`config.mk`:
```
export PLATFORM = sky130hd
export DESIGN_NAME = priority_periodic_task_dispatcher
export DESIGN_NICKNAME = d
export VERILOG_FILES = /design/src/hdl/pptd_pkg.sv /design/src/hdl/pptd_due_unit.sv /design/src/hdl/priority_periodic_task_dispatcher.sv
export SDC_FILE = /design/constraint.sdc
export NUM_CORES = 1
export LEC_CHECK = 0
export ABC_AREA = 1
export BUFFER_PORTS_ARGS = -buffer_cell sky130_fd_sc_hd__buf_2
export CAP_MARGIN = 20
export CORE_MARGIN = 5
export CORE_UTILIZATION = 35
export CTS_CLUSTER_SIZE = 14
export DETAILED_ROUTE_END_ITERATION = 6
export GPL_ROUTABILITY_DRIVEN = 0
export SYNTH_ARGS = -nofsm -noshare
export SYNTH_HDL_FRONTEND = slang
export SYNTH_SLANG_ARGS = --single-unit
```
`constraint.sdc`:
```
create_clock -name clock -period 16 [get_ports clock]
set_input_delay 0.8 -clock clock [delete_from_list [all_inputs] [get_ports clock]]
set_output_delay 0.8 -clock clock [all_outputs]
set_load 0.01 [all_outputs]
```
`src/hdl/pptd_pkg.sv`:
```
// ----------------------------------------------------------------------------
// Priority periodic task dispatcher package
// Shared sizes, codes and beat payload types for the dispatcher and its
// due-check unit.
// ----------------------------------------------------------------------------
package pptd_pkg;

   // Table size and the widths that follow from it.
   localparam int MAX_TASKS = 5;
   localparam int SLOT_W    = (MAX_TASKS > 1) ? $clog2(MAX_TASKS) : 1;
   localparam int COUNT_W   = $clog2(MAX_TASKS + 1);

   // Fixed field widths.
   localparam int PRIO_W  = 8;
   localparam int TIME_W  = 32;
   localparam int TYPE_W  = 3;
   localparam int ORDER_W = 3;

   // Request kinds.
   localparam logic KIND_ADD  = 1'b0;
   localparam logic KIND_TICK = 1'b1;

   // Reply kinds.
   localparam logic REPLY_ADD      = 1'b0;
   localparam logic REPLY_DISPATCH = 1'b1;

   // Task types up to this code map to known actions.
   localparam logic [TYPE_W-1:0] LAST_KNOWN_TYPE = 3'd3;

   typedef logic [SLOT_W-1:0]  slot_idx_type;
   typedef logic [COUNT_W-1:0] count_type;
   typedef logic [TIME_W-1:0]  time_type;

   // Input beat.
   typedef struct packed {
      logic               kind;
      logic [PRIO_W-1:0]  task_priority_in;
      logic [TIME_W-1:0]  task_interval_in;
      logic [TYPE_W-1:0]  task_type_in;
      logic [TIME_W-1:0]  task_last_run_in;
      logic [TIME_W-1:0]  current_time;
   } req_type;

   // Result beat.
   typedef struct packed {
      logic               reply_kind;
      logic               accepted;
      logic [TYPE_W-1:0]  due_task_type;
      logic               type_known;
      logic [ORDER_W-1:0] dispatch_order;
      logic               last_of_run;
   } rsp_type;

endpackage

```
`src/hdl/pptd_due_unit.sv`:
```
// ----------------------------------------------------------------------------
// Due-check unit
// Shared subtract and compare: a task is due when the wrapped time since its
// last run is strictly greater than its interval.
// ----------------------------------------------------------------------------
module pptd_due_unit (
   input  pptd_pkg::time_type now,
   input  pptd_pkg::time_type last_run,
   input  pptd_pkg::time_type interval,
   output logic               due
);

   pptd_pkg::time_type elapsed;

   // Modulo 2^32 elapsed time, then a strict unsigned compare.
   assign elapsed = now - last_run;
   assign due     = (elapsed > interval);

endmodule

```
`src/hdl/priority_periodic_task_dispatcher.sv`:
```
// ----------------------------------------------------------------------------
// Priority periodic task dispatcher
// Holds up to MAX_TASKS periodic tasks with a priority-sorted slot list and
// dispatches due tasks on each tick through one shared due-check unit.
// ----------------------------------------------------------------------------
// Add: up to used_count + 1 insertion steps in S_INSERT, then the registered reply
//    beat from S_ADD_RESP; a refused add goes straight to S_ADD_RESP.
// Tick: one slot per cycle through the shared subtract/compare unit, unless a due slot
//    waits on a held reply beat, then S_FLUSH sends the last dispatch beat.
// An empty-table tick returns no beat; a result held by low rsp_ready stretches both.
// Reset clears the control state and the slot count; slot contents are not cleared.
// ----------------------------------------------------------------------------
module priority_periodic_task_dispatcher (
   input  logic              clock,
   input  logic              reset,
   input  logic              req_valid,
   output logic              req_ready,
   input  pptd_pkg::req_type req_data,
   output logic              rsp_valid,
   input  logic              rsp_ready,
   output pptd_pkg::rsp_type rsp_data
);

   typedef enum logic [2:0] {
      S_IDLE,
      S_INSERT,
      S_ADD_RESP,
      S_WALK,
      S_FLUSH
   } state_type;

   // Control and registered outputs.
   state_type                      state_ff, state_in;
   pptd_pkg::count_type            count_ff, count_in;
   pptd_pkg::count_type            walk_idx_ff, walk_idx_in;
   pptd_pkg::slot_idx_type         ins_idx_ff, ins_idx_in;
   logic [pptd_pkg::PRIO_W-1:0]    new_prio_ff, new_prio_in;
   pptd_pkg::time_type             now_ff, now_in;
   logic                           add_ok_ff, add_ok_in;
   logic                           pend_valid_ff, pend_valid_in;
   logic [pptd_pkg::TYPE_W-1:0]    pend_type_ff, pend_type_in;
   logic [pptd_pkg::ORDER_W-1:0]   pend_order_ff, pend_order_in;
   logic                           rsp_valid_ff, rsp_valid_in;
   pptd_pkg::rsp_type              rsp_data_ff, rsp_data_in;

   // Task table and the priority-sorted list of slot indices.
   logic [pptd_pkg::PRIO_W-1:0]    slot_priority_ff [pptd_pkg::MAX_TASKS];
   pptd_pkg::time_type             slot_interval_ff [pptd_pkg::MAX_TASKS];
   logic [pptd_pkg::TYPE_W-1:0]    slot_type_ff     [pptd_pkg::MAX_TASKS];
   pptd_pkg::time_type             slot_last_run_ff [pptd_pkg::MAX_TASKS];
   pptd_pkg::slot_idx_type         rank_ff          [pptd_pkg::MAX_TASKS];

   // Table write controls.
   logic                           slot_we;
   logic                           stamp_we;
   logic                           rank_we;
   pptd_pkg::slot_idx_type         rank_widx;
   pptd_pkg::slot_idx_type         rank_wdata;

   // Datapath helpers.
   logic                           out_free;
   pptd_pkg::slot_idx_type         new_slot;
   pptd_pkg::slot_idx_type         walk_slot;
   pptd_pkg::count_type            walk_next;
   logic                           walk_done;
   pptd_pkg::slot_idx_type         ins_prev;
   pptd_pkg::slot_idx_type         prev_slot;
   logic                           shift_needed;
   logic                           due;

   assign out_free  = !rsp_valid_ff || rsp_ready;
   assign new_slot  = count_ff[pptd_pkg::SLOT_W-1:0];
   assign walk_slot = rank_ff[walk_idx_ff[pptd_pkg::SLOT_W-1:0]];
   assign walk_next = walk_idx_ff + pptd_pkg::COUNT_W'(1);
   assign walk_done = (walk_next == count_ff);

   // Insertion compares the new priority with the entry just above it.
   assign ins_prev     = ins_idx_ff - pptd_pkg::SLOT_W'(1);
   assign prev_slot    = rank_ff[ins_prev];
   assign shift_needed = (ins_idx_ff != '0) && (slot_priority_ff[prev_slot] > new_prio_ff);

   // Shared due check on the slot at the current walk position.
   pptd_due_unit u_due (
      .now      (now_ff),
      .last_run (slot_last_run_ff[walk_slot]),
      .interval (slot_interval_ff[walk_slot]),
      .due      (due)
   );

   // Sequencer next-state logic.
   always_comb begin
      state_in      = state_ff;
      count_in      = count_ff;
      walk_idx_in   = walk_idx_ff;
      ins_idx_in    = ins_idx_ff;
      new_prio_in   = new_prio_ff;
      now_in        = now_ff;
      add_ok_in     = add_ok_ff;
      pend_valid_in = pend_valid_ff;
      pend_type_in  = pend_type_ff;
      pend_order_in = pend_order_ff;
      rsp_valid_in  = rsp_valid_ff;
      rsp_data_in   = rsp_data_ff;
      slot_we       = 1'b0;
      stamp_we      = 1'b0;
      rank_we       = 1'b0;
      rank_widx     = ins_idx_ff;
      rank_wdata    = new_slot;

      // A taken result beat frees the output register.
      if (rsp_valid_ff && rsp_ready) begin
         rsp_valid_in = 1'b0;
      end

      unique case (state_ff)
         S_IDLE: begin
            if (req_valid) begin
               if (req_data.kind == pptd_pkg::KIND_ADD) begin
                  if (count_ff == pptd_pkg::COUNT_W'(pptd_pkg::MAX_TASKS)) begin
                     add_ok_in = 1'b0;
                     state_in  = S_ADD_RESP;
                  end else begin
                     slot_we     = 1'b1;
                     new_prio_in = req_data.task_priority_in;
                     ins_idx_in  = new_slot;
                     state_in    = S_INSERT;
                  end
               end else begin
                  now_in        = req_data.current_time;
                  walk_idx_in   = '0;
                  pend_valid_in = 1'b0;
                  state_in      = (count_ff == '0) ? S_IDLE : S_WALK;
               end
            end
         end

         S_INSERT: begin
            // Stable insertion: move entries of higher priority down by one.
            rank_we   = 1'b1;
            rank_widx = ins_idx_ff;
            if (shift_needed) begin
               rank_wdata = prev_slot;
               ins_idx_in = ins_prev;
            end else begin
               rank_wdata = new_slot;
               count_in   = count_ff + pptd_pkg::COUNT_W'(1);
               add_ok_in  = 1'b1;
               state_in   = S_ADD_RESP;
            end
         end

         S_ADD_RESP: begin
            if (out_free) begin
               rsp_valid_in                = 1'b1;
               rsp_data_in.reply_kind      = pptd_pkg::REPLY_ADD;
               rsp_data_in.accepted        = add_ok_ff;
               rsp_data_in.due_task_type   = '0;
               rsp_data_in.type_known      = 1'b0;
               rsp_data_in.dispatch_order  = '0;
               rsp_data_in.last_of_run     = 1'b1;
               state_in                    = S_IDLE;
            end
         end

         S_WALK: begin
            // A due task is held back one step so the final one can be marked.
            if (!(due && pend_valid_ff && !out_free)) begin
               if (due) begin
                  stamp_we = 1'b1;
                  if (pend_valid_ff) begin
                     rsp_valid_in                = 1'b1;
                     rsp_data_in.reply_kind      = pptd_pkg::REPLY_DISPATCH;
                     rsp_data_in.accepted        = 1'b0;
                     rsp_data_in.due_task_type   = pend_type_ff;
                     rsp_data_in.type_known      = (pend_type_ff <= pptd_pkg::LAST_KNOWN_TYPE);
                     rsp_data_in.dispatch_order  = pend_order_ff;
                     rsp_data_in.last_of_run     = 1'b0;
                  end
                  pend_valid_in = 1'b1;
                  pend_type_in  = slot_type_ff[walk_slot];
                  pend_order_in = pptd_pkg::ORDER_W'(walk_idx_ff);
               end
               walk_idx_in = walk_next;
               if (walk_done) begin
                  state_in = S_FLUSH;
               end
            end
         end

         S_FLUSH: begin
            if (!pend_valid_ff) begin
               state_in = S_IDLE;
            end else if (out_free) begin
               rsp_valid_in                = 1'b1;
               rsp_data_in.reply_kind      = pptd_pkg::REPLY_DISPATCH;
               rsp_data_in.accepted        = 1'b0;
               rsp_data_in.due_task_type   = pend_type_ff;
               rsp_data_in.type_known      = (pend_type_ff <= pptd_pkg::LAST_KNOWN_TYPE);
               rsp_data_in.dispatch_order  = pend_order_ff;
               rsp_data_in.last_of_run     = 1'b1;
               pend_valid_in               = 1'b0;
               state_in                    = S_IDLE;
            end
         end

         default: begin
            state_in = S_IDLE;
         end
      endcase
   end

   // Sequencer state and registered outputs.
   always_ff @(posedge clock) begin
      if (reset) begin
         state_ff      <= S_IDLE;
         count_ff      <= '0;
         pend_valid_ff <= 1'b0;
         rsp_valid_ff  <= 1'b0;
      end else begin
         state_ff      <= state_in;
         count_ff      <= count_in;
         pend_valid_ff <= pend_valid_in;
         rsp_valid_ff  <= rsp_valid_in;
      end
      walk_idx_ff   <= walk_idx_in;
      ins_idx_ff    <= ins_idx_in;
      new_prio_ff   <= new_prio_in;
      now_ff        <= now_in;
      add_ok_ff     <= add_ok_in;
      pend_type_ff  <= pend_type_in;
      pend_order_ff <= pend_order_in;
      rsp_data_ff   <= rsp_data_in;
   end

   // Task table and sorted list writes; contents need no reset.
   always_ff @(posedge clock) begin
      if (slot_we) begin
         slot_priority_ff[new_slot] <= req_data.task_priority_in;
         slot_interval_ff[new_slot] <= req_data.task_interval_in;
         slot_type_ff[new_slot]     <= req_data.task_type_in;
         slot_last_run_ff[new_slot] <= req_data.task_last_run_in;
      end
      if (stamp_we) begin
         slot_last_run_ff[walk_slot] <= now_ff;
      end
      if (rank_we) begin
         rank_ff[rank_widx] <= rank_wdata;
      end
   end

   assign req_ready = (state_ff == S_IDLE);
   assign rsp_valid = rsp_valid_ff;
   assign rsp_data  = rsp_data_ff;

endmodule

```
## Yosys cells after proc, flatten, opt, wreduce, memory -nomap -nowiden

Memory sizes are Yosys's and may differ from the RTL's. A register that Yosys moved wholly into a read port is not among the register bits.
Index checks and enable logic that the tools add are counted.

- Input bits: 112
- Output and inout bits: 12
- Word-level logic and storage cells: 142
- Memory bits (writable): 390
- Memories: 5
- Register bits: 68

Memories:

| name | depth | width | read ports | clocked after memory_dff | wr ports | RTL line | RTL |
|---|---|---|---|---|---|---|---|
| slot_interval_ff | 5 | 32 | 1 | 0 | 1 | priority_periodic_task_dispatcher.sv:48 | `pptd_pkg::time_type slot_interval_ff [pptd_pkg::MAX_TASKS];` |
| slot_last_run_ff | 5 | 32 | 1 | 0 | 1 | priority_periodic_task_dispatcher.sv:50 | `pptd_pkg::time_type slot_last_run_ff [pptd_pkg::MAX_TASKS];` |
| slot_priority_ff | 5 | 8 | 1 | 0 | 1 | priority_periodic_task_dispatcher.sv:47 | `logic [pptd_pkg::PRIO_W-1:0] slot_priority_ff [pptd_pkg::MAX_TASKS];` |
| rank_ff | 5 | 3 | 2 | 1 | 1 | priority_periodic_task_dispatcher.sv:51 | `pptd_pkg::slot_idx_type rank_ff [pptd_pkg::MAX_TASKS];` |
| slot_type_ff | 5 | 3 | 1 | 1 | 1 | priority_periodic_task_dispatcher.sv:49 | `logic [pptd_pkg::TYPE_W-1:0] slot_type_ff [pptd_pkg::MAX_TASKS];` |

- Mux-type cells: 65
- Equal/unequal tests: 20
- Reduce and logical (&&, ||, !) cells: 25
- Add/sub/neg operators: 4
- $lt $le $gt $ge: 3
- Bitwise gates (word level): 4

Operators by type and width:

| cell | count |
|---|---|
| 2-to-1 mux 10 bit | 6 |
| 2-to-1 mux 3 bit | 18 |
| greater-than comparator 32 bit | 1 |
| 2-to-1 mux 32 bit | 1 |
| OR reduction 32 bit | 1 |
| subtractor 32 bit | 1 |
| 2-to-1 mux 1 bit | 31 |
| case mux 10 bit (3 select lines) | 1 |
| != test 2 bit, second input constant | 12 |
| case mux 3 bit (5 select lines) | 1 |
| AND reduction 5 bit | 3 |
| case mux 3 bit (2 select lines) | 2 |
| AND reduction 4 bit | 3 |
| nonzero test 3 bit | 3 |
| greater-than comparator 8 bit | 1 |
| AND reduction 7 bit | 1 |
| adder 3 x 1 -> 3 bit, second input constant | 2 |
| == test 3 x 2 -> 1 bit, second input constant | 2 |
| == test 3 bit, second input constant | 2 |
| zero test 3 bit | 2 |
| case mux 1 bit (3 select lines) | 2 |
| AND reduction 3 bit | 2 |
| logical AND 1 bit | 4 |
| 2-to-1 mux 2 bit | 2 |
| 11 further kinds | 17 |

## Longest topological paths before layout

An unclocked memory read counts as a cell.

- Word-level depth: 11
- Depth in mapped cells: 42
- Gate-level depth less buffers: 39

## Cells and area by module

From an unflattened synthesis, not the netlist that was laid out.

- Cells, all modules: 2521
- Area, all modules: 23298.6 um^2

Modules (own cells, without submodules):

| module | times used | sequential area each (um^2) | cells each | area an instance (um^2) |
|---|---|---|---|---|
| priority_periodic_task_dispatcher | 1 | 13823.3 | 1876 | 20017.9 |
| pptd_due_unit | 1 | 0.0 | 645 | 3280.6 |

## Least setup slack after synthesis

OpenSTA, ideal clock, no wires.

- Path kind: register to register
- Start: reg with a tool-made name
- End: mem slot_last_run_ff[0][0] (netlist bit) (enable)
- Data required time: 15579 ps
- Buffers on the path: 3
- Stages on the path, launching flop included: 39
- Period minus slack after synthesis: 6156 ps
- Setup time: 421 ps
- Arrival: 5734 ps
- Setup slack: 9844 ps
- Cell sequence: dfxtp_1 inv_2 nand2_1 o211ai_2 nand2_1 nand2_1 nand2_4 buf_4 buf_4 nand2_1 a32o_1 nand2_1 o21ai_0 ha_1 a21oi_1 nand2_1 a21oi_1 o21ai_1 [3 not listed] nand2_1 nand2_1 nand2_1 nand2_1 ha_1 nand2_1 nor2_2 nand3b_1 nor3b_2 nand3b_1 nand2_2 inv_4 nand3_4 buf_6 nand2_1 nand2_1 nand2_1 nor2_1

RTL lines:

| what | RTL line |
|---|---|
| to (decl) | priority_periodic_task_dispatcher.sv:50 |

==> reports/metrics.yaml <==
clock_network:
  postCtsSetupBuffers: 0
  cts_inserted_buffers: 49
  clkTransAtPathRegs_ns: 0.06
  clock_tree.buffer_depth: 3
  cts_repair_resize_count: 0
  clock_tree_from_tritoncts: "yes"
  clock_sink_count: 464
  ctsHtreeMaxLevel: 2
  clock_insertion_delay_worst_skew_ns: 0.58
  cts_hold_repair.buffers: 0
  root_buffer: "clkbuf_16"
placed_design:
  place.detailed.hpwl_um: 35500
  dpl.cell_count: 2641
  io_buffers: 123
detailed_routing:
  routed_vias: 14100
  wire_per_inst_um: 19.3
  totalWireLength_um: 52700
  detail_route.first_pass.iterations: 6
  remaining_drc_errors: 0
  initialDrtViolationCount: 1307
  ant_nets: 0
  via_per_inst: 5.15
cells_and_area:
  n_fill_cell: 5588
  layout_common_cells: "edfxtp_1 (453), nand2_1 (314), o21ai_0 (229), nor2_1 (220), buf_2 (123)"
  finish.utilization_pct: 40.6
  syn2layout_area_growth_pct: 14.9
  final_common_cell: "edfxtp_1"
  num-nets-final: 2113
  multi_input_area_um2: 6330
  stdcell_count: 2729
  register_area_um2: 13800
  post_route_cells_drive_above_1_share_pct: 12.5
critical_path:
  ff2ff_path_depth: 37
  worst-endpoint-arrival_ns: 8.52
  worst-endpoint-required_ns: 16.26
  startpoint_type: "flop"
  setup.worst_path.class: "flop to flop"
  timing.rr.end: "slot_last_run_ff[1][29]"
  critPathBufInv: 6
  end_kind: "flop"
  crit_family: "simple AND/OR/NAND/NOR gates"
  cell_repeated_most_along_the_worst_path: "nand2_1"
  critPathMaxFanout: 69
  cpPeakStageDelay_ns: 0.73
  timing.critical_path.slowest_stage_cell: "buf_4"
  worst-r2r-setup-slack_ns: 7.74
power:
  total_power_uw: 5070
  worst_ir_drop_vdd_uv: 98.2
  p_seq_share_pct: 30.8
  power.net_switching_uw: 2140
  pwr_density_cell_nw_per_um2: 212
  switching_share_pct: 42.2
  cell_internal_pwr_uw: 2930
  cellLeakagePower_uw: 0.00869
  p_comb_share_pct: 47.8
  p_clk_share_pct: 21.4
min_path:
  hold_class: "input pin to flop"
  worst_hold_path.endpoint: "now_ff[22]"
  min-delay-start: "req_data[22]"
  whs_path_depth: 1
timing:
  finClkSkew_ns: 0.0249
  final_critical_path_required_period_ns: 8.26
  timing_hold_violations_final: 0
  fin_setup_tns_ns: 0
  setup_viol_count_final: 0
  grt_setup_unrepaired: "no"
  timing.max_slew.rel_slack_pct: 32.3
  post-route-period-util_pct: 51.6
  maxSlewViolCount: 0
  fmaxAchievable_mhz: 121
  tightestPinTransition_ns: 1.01
outcome:
  outcome: "complete, no violations"
die:
  fp.dieW_um: 254
  core_um2: 59000
  top_level_ports: 124
  row_count: 89
  die-area_um2: 64500
  starting_density_of_the_core_pct: 35.3
  die_height_um: 254
grt:
  grt_pass1_vias: 13900
  grt_pass1_wl_um: 80800
  grt_start_max_net_pins: 85
  grt.total_usage_pct: 16.1
  number_of_antenna_violations_at_the_first_check_in_global_routing: 3
  globalRoute.totalOverflow: 0
yosys:
  synth.top_cells.by_area: "edfxtp_1 (65%), nand2_1 (5.7%), o21ai_0 (5.5%)"
  netlist-cell-type-count: 48
  asyncSetResetFlopFracSynth_pct: 0
  synth.yosys.seq_area_share_pct: 66.3
  synth_cells: 1795
  post_synth_edffs: 453
  synth_area_per_cell_um2: 11.6
  yosys.area.top_type_share_pct: 65.3
  synth.yosys.warnings: 0
  seq_cells_post_synth: 464
  post-synth-top-area-cell: "edfxtp_1"
  synth_flop_cell: "edfxtp_1"
  combined_area_of_all_synthesized_cells_um2: 20800
  syn_nets: 1985
run:
  maxCapViolCount: 0
## worst register-to-register path, delay by kind of cell (launching register included)
kind / cells / cell delay (ns)
and+or+nand+nor: 20 / 3.15
buffers and inverters: 6 / 1.99
DFF: 1 / 0.40
AOI/OAI and AO/OA: 9 / 1.68
adders and majority gates: 2 / 0.67
## through the flow
step                hold slack, ns  setup slack, ns  area [µm²]
floorplan                    0.455             9.84       20800
finish                       0.400             7.74       24000
CTS                          0.355             7.47       23900
detailed placement           0.493             7.51       22400
global placement             0.490             7.81       22300
global route                 0.366             7.03       23900
## worst max path at each step
stage / startpoint / endpoint / slack (ns) / cells past startpoint
6_report: flop / slot_last_run_ff[1][29] / 7.74 / 37
2_1_floorplan: flop / slot_last_run_ff[0][0] / 9.84 / 38
4_1_cts: flop / slot_last_run_ff[3][3] / 7.47 / 36
3_5_place_dp: flop / slot_last_run_ff[3][14] / 7.51 / 36
3_3_place_gp: flop / slot_last_run_ff[1][13] / 7.81 / 36
5_1_grt: flop / slot_last_run_ff[1][23] / 7.03 / 37
## layout make-up
cell class                      instances  share of cell area (%)
Clock inverter                         17                   0.899
Inverter                              106                    1.68
Timing Repair Buffer                  148                    3.86
Tap cell                              773                    4.04
Multi-Input combinational cell       1154                    26.4
Sequential cell                       464                    57.7
Clock buffer                           64                    5.35
Antenna cell                            3                  0.0313
## power by group through the flow
stage / logic [µW] / clock network (µW) / registers (µW)
2_1_floorplan: 1730 / 0 / 1580
3_3_place_gp: 2360 / 0 / 1590
3_5_place_dp: 2420 / 0 / 1590
4_1_cts: 2440 / 1110 / 1560
5_1_grt: 2750 / 1160 / 1570
6_report: 2430 / 1080 / 1560
## kinds of logic after synthesis
family          count (synthesis)  synth area share, %
simple gates                  630                 12.3
flops                         464                 66.3
compound gates                416                 11.6
buf+inv                       177                 3.75
fa+ha+maj                      78                 4.72
xor+xnor                       30                 1.26
## flip-flops by register name, indices dropped and copies added, names as in the netlist, 3 cells and up, named ones only
| signal | cells |
|---|---|
| pend_type_ff | 3 |
| now_ff | 32 |
| slot_last_run_ff | 160 |
| slot_priority_ff | 40 |
| rank_ff | 15 |
| state_ff | 3 |
| rsp_data | 10 |
| ins_idx_ff | 3 |
| count_ff | 3 |
| pend_order_ff | 3 |
| new_prio_ff | 8 |
| slot_interval_ff | 160 |
| slot_type_ff | 15 |
| walk_idx_ff | 3 |
## synth_stat cells (2+ instances only)
library cell / instances
o21ai_1: 14
nand2_1: 314
nand4_1: 14
edfxtp_1: 453
nand3_1: 43
inv_2: 4
nand3b_1: 3
a211oi_1: 4
a21oi_1: 68
nand2_2: 3
o21a_1: 7
nand2_4: 2
dfxtp_1: 11
inv_1: 99
nor2_1: 226
buf_2: 31
nor2_2: 2
o21ai_2: 2
a21o_1: 6
o211ai_1: 7
buf_6: 2
a31oi_1: 9
inv_4: 2
ha_1: 77
clkbuf_1: 22
nor3_1: 15
o221ai_1: 60
o21ai_0: 230
a32o_1: 3
xor2_1: 22
xnor2_1: 8
buf_4: 15
o2111ai_1: 2
## per-layer routing
layer | up-vias | GRT usage, % | routed length, µm | share of wire (%)
met1 | 6788 | 21.6 | 23000 | 44
met3 | 94 | 3.15 | 2930 | 5.6
met5 | - | 0 | 0 | 0
met2 | 418 | 26.6 | 25200 | 48
li1 | 6753 | - | - | -
met4 | 0 | 4.66 | 1530 | 2.9
(Power assumes the default switching activity.)
